--- src/rtl/segment_sphere_crossing_macros.svh ---
// Assertion helpers shared by the RTL of the segment/sphere crossing test.
`ifndef SEGMENT_SPHERE_CROSSING_MACROS_SVH
`define SEGMENT_SPHERE_CROSSING_MACROS_SVH

// Checks that an expression holds at every clock edge outside reset.
`define SSC_ASSERT_ALWAYS(label, expr, msg) \
  label: assert property (@(posedge clk_i) disable iff (!rst_ni) (expr)) else $error(msg);

// Checks that a condition implies a consequence in the same cycle.
`define SSC_ASSERT_IMPLIES(label, ante, cons, msg) \
  label: assert property (@(posedge clk_i) disable iff (!rst_ni) (ante) |-> (cons)) \
    else $error(msg);

`endif

--- src/rtl/ssc_wmul.sv ---
module ssc_wmul #(
  parameter int unsigned HW = 21
) (
  input  logic            clk_i,
  input  logic            en_i,
  input  logic [2*HW-1:0] x_i,
  input  logic [2*HW-1:0] y_i,
  output logic [4*HW-1:0] p_o
);
  // Two stages: four half-width partial products, then one assembling add.
  logic [2*HW-1:0] hh_q, hl_q, lh_q, ll_q;
  logic [2*HW:0]   mid;
  logic [4*HW-1:0] p_q;

  assign mid = {1'b0, hl_q} + {1'b0, lh_q};

  always_ff @(posedge clk_i) begin
    if (en_i) begin
      hh_q <= x_i[2*HW-1:HW] * y_i[2*HW-1:HW];
      hl_q <= x_i[2*HW-1:HW] * y_i[HW-1:0];
      lh_q <= x_i[HW-1:0] * y_i[2*HW-1:HW];
      ll_q <= x_i[HW-1:0] * y_i[HW-1:0];
      p_q  <= {hh_q, ll_q} + ((4*HW)'(mid) << HW);
    end
  end

  assign p_o = p_q;
endmodule
--- config.mk ---
export PLATFORM = sky130hd
export DESIGN_NAME = ssc_wmul
export DESIGN_NICKNAME = d
export VERILOG_FILES = /design/src/rtl/segment_sphere_crossing_macros.svh /design/src/rtl/ssc_wmul.sv
export SDC_FILE = /design/constraint.sdc
export NUM_CORES = 2
export LEC_CHECK = 0
export BUFFER_PORTS_ARGS = -buffer_cell sky130_fd_sc_hd__buf_4
export CAP_MARGIN = 40
export CORE_AREA = 4 4 332 334
export DETAILED_ROUTE_END_ITERATION = 7
export DIE_AREA = 0 0 336 338
export PLACE_DENSITY_LB_ADDON = 0.25
export SETUP_SLACK_MARGIN = 0.2
export SLEW_MARGIN = 5
export SYNTH_ARGS = -nofsm -noshare
export SYNTH_HDL_FRONTEND = slang
export SYNTH_SLANG_ARGS = --single-unit
--- constraint.sdc ---
create_clock -name clk_i -period 9.4 [get_ports clk_i]
set_input_delay 1.88 -clock clk_i [delete_from_list [all_inputs] [get_ports clk_i]]
set_output_delay 1.88 -clock clk_i [all_outputs]
set_load 0.005 [all_outputs]
==> metrics.log <==
INFO  metric placer_congestion = 0.970
INFO  metric worst_tran_pin_value = 1.18 ns
INFO  metric clock_latency = 0.58 ns
INFO  metric vias = 54152
INFO  metric r2r.worst_path.cells = 21
INFO  metric holdBufCountCts = 0
INFO  metric classification_of_the_worst_setup_path = input pin to flip-flop
INFO  metric critical_path_required = 9.71 ns
INFO  metric grt_pass1_wl = 319000 um
INFO  metric dr.max_layer_used = met5
INFO  metric achievable-frequency = 119 MHz
INFO  metric row_count = 120
INFO  metric detail_route.wirelength = 198000 um
INFO  metric die_w = 336 um
INFO  metric timing.final.max_slew_violations = 0
INFO  metric timing.final.hold_violations = 0
INFO  metric finalWorstPathRequiredPeriod = 8.44 ns
INFO  metric die_area = 114000 um2
INFO  metric drc = 0
INFO  metric synth_cell_type_count = 80
INFO  metric synth.yosys.warnings = 0
INFO  metric timing.critical_path.fanout_max = 24
INFO  metric crit_path_start_kind = input pin
INFO  metric netlist_instances = 7697
INFO  metric io_pins = 170
INFO  metric grt_start_max_net_pins = 101
INFO  metric synthesis.nets = 9910
INFO  metric detail_route.iter0.violations = 4269
INFO  metric gr-total-overflow = 0
INFO  metric unrepaired_setup_endpoints_after_global_routing = no
INFO  metric wl_met2 = 90300 um
INFO  metric dr_wl_met3 = 20000 um
INFO  metric max-slew-margin-rel = 0.211
INFO  metric nets = 9833
INFO  metric async_set_reset_flop_share_out_of_synthesis = 0
INFO  metric worstHoldStart = ll_q[15]
INFO  metric grt.total_usage = 0.364
INFO  metric status = complete, no violations
INFO  metric place.detailed.hpwl = 154000 um
INFO  metric post_cts.repair.setup_buffers = 0
INFO  metric wirelength_met1 = 73200 um
INFO  metric most_common_cell_type_on_the_critical_path = sky130_fd_sc_hd__fa_1
INFO  metric drive_above_1_share = 0.0470
INFO  metric worst-endpoint-arrival = 8.75 ns
INFO  metric synth_top_flop_cell = sky130_fd_sc_hd__edfxtp_1
INFO  metric finalSetupViolations = 0
INFO  metric core_region_area = 107000 um2
INFO  metric detail_route.first_pass.iterations = 6
INFO  metric clockBufferDepth = 3
INFO  metric worst_setup_path_end_kind = flip-flop
INFO  metric cts-buffers-inserted = 34
INFO  metric ctsRootBufferMaster = sky130_fd_sc_hd__clkbuf_16
INFO  metric maximum_clock_skew_at_final_layout = 0.0242 ns
INFO  metric hold_depth = 0
INFO  metric timing.rr.end = p_o[78]
INFO  metric tritoncts = built
INFO  metric post_synth_instance_area = 71400 um2
INFO  metric synth.ff_latch_count = 252
INFO  metric post-synth-top-area-cell = sky130_fd_sc_hd__fa_1
INFO  metric edff_count_synth = 252
INFO  metric fin_crit_sh = 0.897
INFO  metric grt_antenna_before_repair = 7
INFO  metric synth_sequential_area_ratio = 0.106
INFO  metric cpMaxStageDelayCell = sky130_fd_sc_hd__fa_1
INFO  metric numClockSinks = 252
INFO  metric clkSlewWorstSetupHoldPaths = 0.06 ns
INFO  metric post_cts_resized = 0
INFO  metric signed_area_change_from_the_synthesized_netlist_to_the_final_layout = 4.94%
INFO  metric regToRegSetupSlack = 3.22 ns
INFO  metric worstReg2RegStart = hl_q[0]
INFO  metric htreeDepth = 2
INFO  metric first_global_vias = 59007
INFO  metric yosysTopAreaCellShare = 0.402
INFO  metric place.port_buffers = 169
INFO  metric timing.max_cap.violations = 0
INFO  metric via_per_inst = 5.98
INFO  metric worst_hold_path.endpoint = p_o[15]
INFO  metric leading_cell_types_by_total_area_after_synthesis = sky130_fd_sc_hd__fa_1 40%, sky130_fd_sc_hd__ha_1 12%, sky130_fd_sc_hd__edfxtp_1 11%, sky130_fd_sc_hd__and2_1 8.8%, sky130_fd_sc_hd__inv_1 8.7%
INFO  metric worst_hold_path_type = flip-flop to flip-flop
INFO  metric die_h = 338 um
INFO  metric detail-route-antenna-nets = 0
INFO  metric syn_area_per_cell = 9.28 um2
INFO  metric finalSetupTns = 0 ns
INFO  metric route.detailed.wl_per_inst = 21.9 um
INFO  metric start_util = 0.668
INFO  metric crit_path_max_incr_delay = 0.54 ns
==> per-stage QoR <==
stage	utilization	hold slack [ns]	worst slack, ns	instance area, um2	cells
2_1_floorplan	-	0.400	1.12	71400	7697
3_3_place_gp	0.690	0.403	0.495	73800	8985
3_5_place_dp	0.690	0.405	0.414	73800	8986
4_1_cts	0.701	0.418	1.03	74900	9046
5_1_grt	0.701	0.421	0.646	74900	9047
6_report	0.701	0.417	0.964	75000	9057
==> worst max-delay path by stage <==
stage / to / slack (ns) / start / cells after the start
3_5_place_dp: hh_q[38] / 0.41 / y_i[26] / 26
2_1_floorplan: hl_q[36] / 1.12 / y_i[3] / 25
5_1_grt: ll_q[41] / 0.65 / y_i[4] / 24
6_report: hh_q[38] / 0.96 / y_i[26] / 26
3_3_place_gp: lh_q[36] / 0.50 / y_i[24] / 24
4_1_cts: hh_q[38] / 1.03 / y_i[26] / 26
==> layout make-up <==
type	instances	area [um2]
diodes	10	25.0
clock buffers	36	880
clock inverters	24	253
fillers	8224	31900
inverters	1647	6180
multi-input cells	5419	56300
flip-flops and latches	252	7570
well taps	1403	1760
repair buffers	266	2040
==> logic make-up after synthesis <==
family	Yosys count	share of synthesized area
adders and majority gates	2127	0.523
and+or+nand+nor	2298	0.164
AOI/OAI and AO/OA	752	0.0704
xor gates and xnor gates	239	0.0293
buffers and inverters	2026	0.106
muxes	3	0.000420
DFF	252	0.106
==> synthesized netlist by cell type, types with 9 or more instances <==
cell type and number:
sky130_fd_sc_hd__inv_1 1647, sky130_fd_sc_hd__fa_1 1434, sky130_fd_sc_hd__and2_1 1007, sky130_fd_sc_hd__nand2_1 903, sky130_fd_sc_hd__ha_1 693, sky130_fd_sc_hd__clkbuf_1 379, sky130_fd_sc_hd__edfxtp_1 252, sky130_fd_sc_hd__a21oi_1 235
sky130_fd_sc_hd__xnor2_1 168, sky130_fd_sc_hd__a21o_1 146, sky130_fd_sc_hd__nor2_1 122, sky130_fd_sc_hd__o21ai_0 101, sky130_fd_sc_hd__xor2_1 71, sky130_fd_sc_hd__nand3_1 60, sky130_fd_sc_hd__and3_1 42, sky130_fd_sc_hd__o21bai_1 41
sky130_fd_sc_hd__nand4_1 39, sky130_fd_sc_hd__nor3_1 35, sky130_fd_sc_hd__a31oi_1 33, sky130_fd_sc_hd__nor2b_1 31, sky130_fd_sc_hd__a211oi_1 23, sky130_fd_sc_hd__o21a_1 22, sky130_fd_sc_hd__o211ai_1 21, sky130_fd_sc_hd__nand2b_1 16
sky130_fd_sc_hd__o21ai_1 15, sky130_fd_sc_hd__a221oi_1 10, sky130_fd_sc_hd__or2_2 9
==> state kept, by name, indices dropped and copies added, names as in the netlist <==
register	count
ll_q	42
p_o	84
hh_q	42
lh_q	42
hl_q	42
==> layout by cell type, fill, tap and decap left out, types with 146 or more instances in the layout <==
cell type and count:
sky130_fd_sc_hd__a21oi_1 235, sky130_fd_sc_hd__and2_1 1007, sky130_fd_sc_hd__ha_1 693, sky130_fd_sc_hd__edfxtp_1 252, sky130_fd_sc_hd__a21o_1 146, sky130_fd_sc_hd__buf_4 261, sky130_fd_sc_hd__nand2_1 903, sky130_fd_sc_hd__inv_1 1647
sky130_fd_sc_hd__xnor2_1 168, sky130_fd_sc_hd__fa_1 1434
==> per-layer routing <==
layer | GRT usage | vias to the layer above
li1 | - | 23274
met1 | 0.457 | 27379
met2 | 0.584 | 2726
met3 | 0.0791 | 771
met4 | 0.223 | 2
met5 | 0 | -
==> worst max-delay path, delay by kind of cell <==
kind	cells	cell delay [ns]
adders and majority gates	8	3.85
AOI/OAI and AO/OA	6	1.59
buffers and inverters	8	0.92
and+or+nand+nor	4	0.50
Power is not shown: default switching activity piles up to over one toggle a cycle in this logic, so the estimate is an artifact.
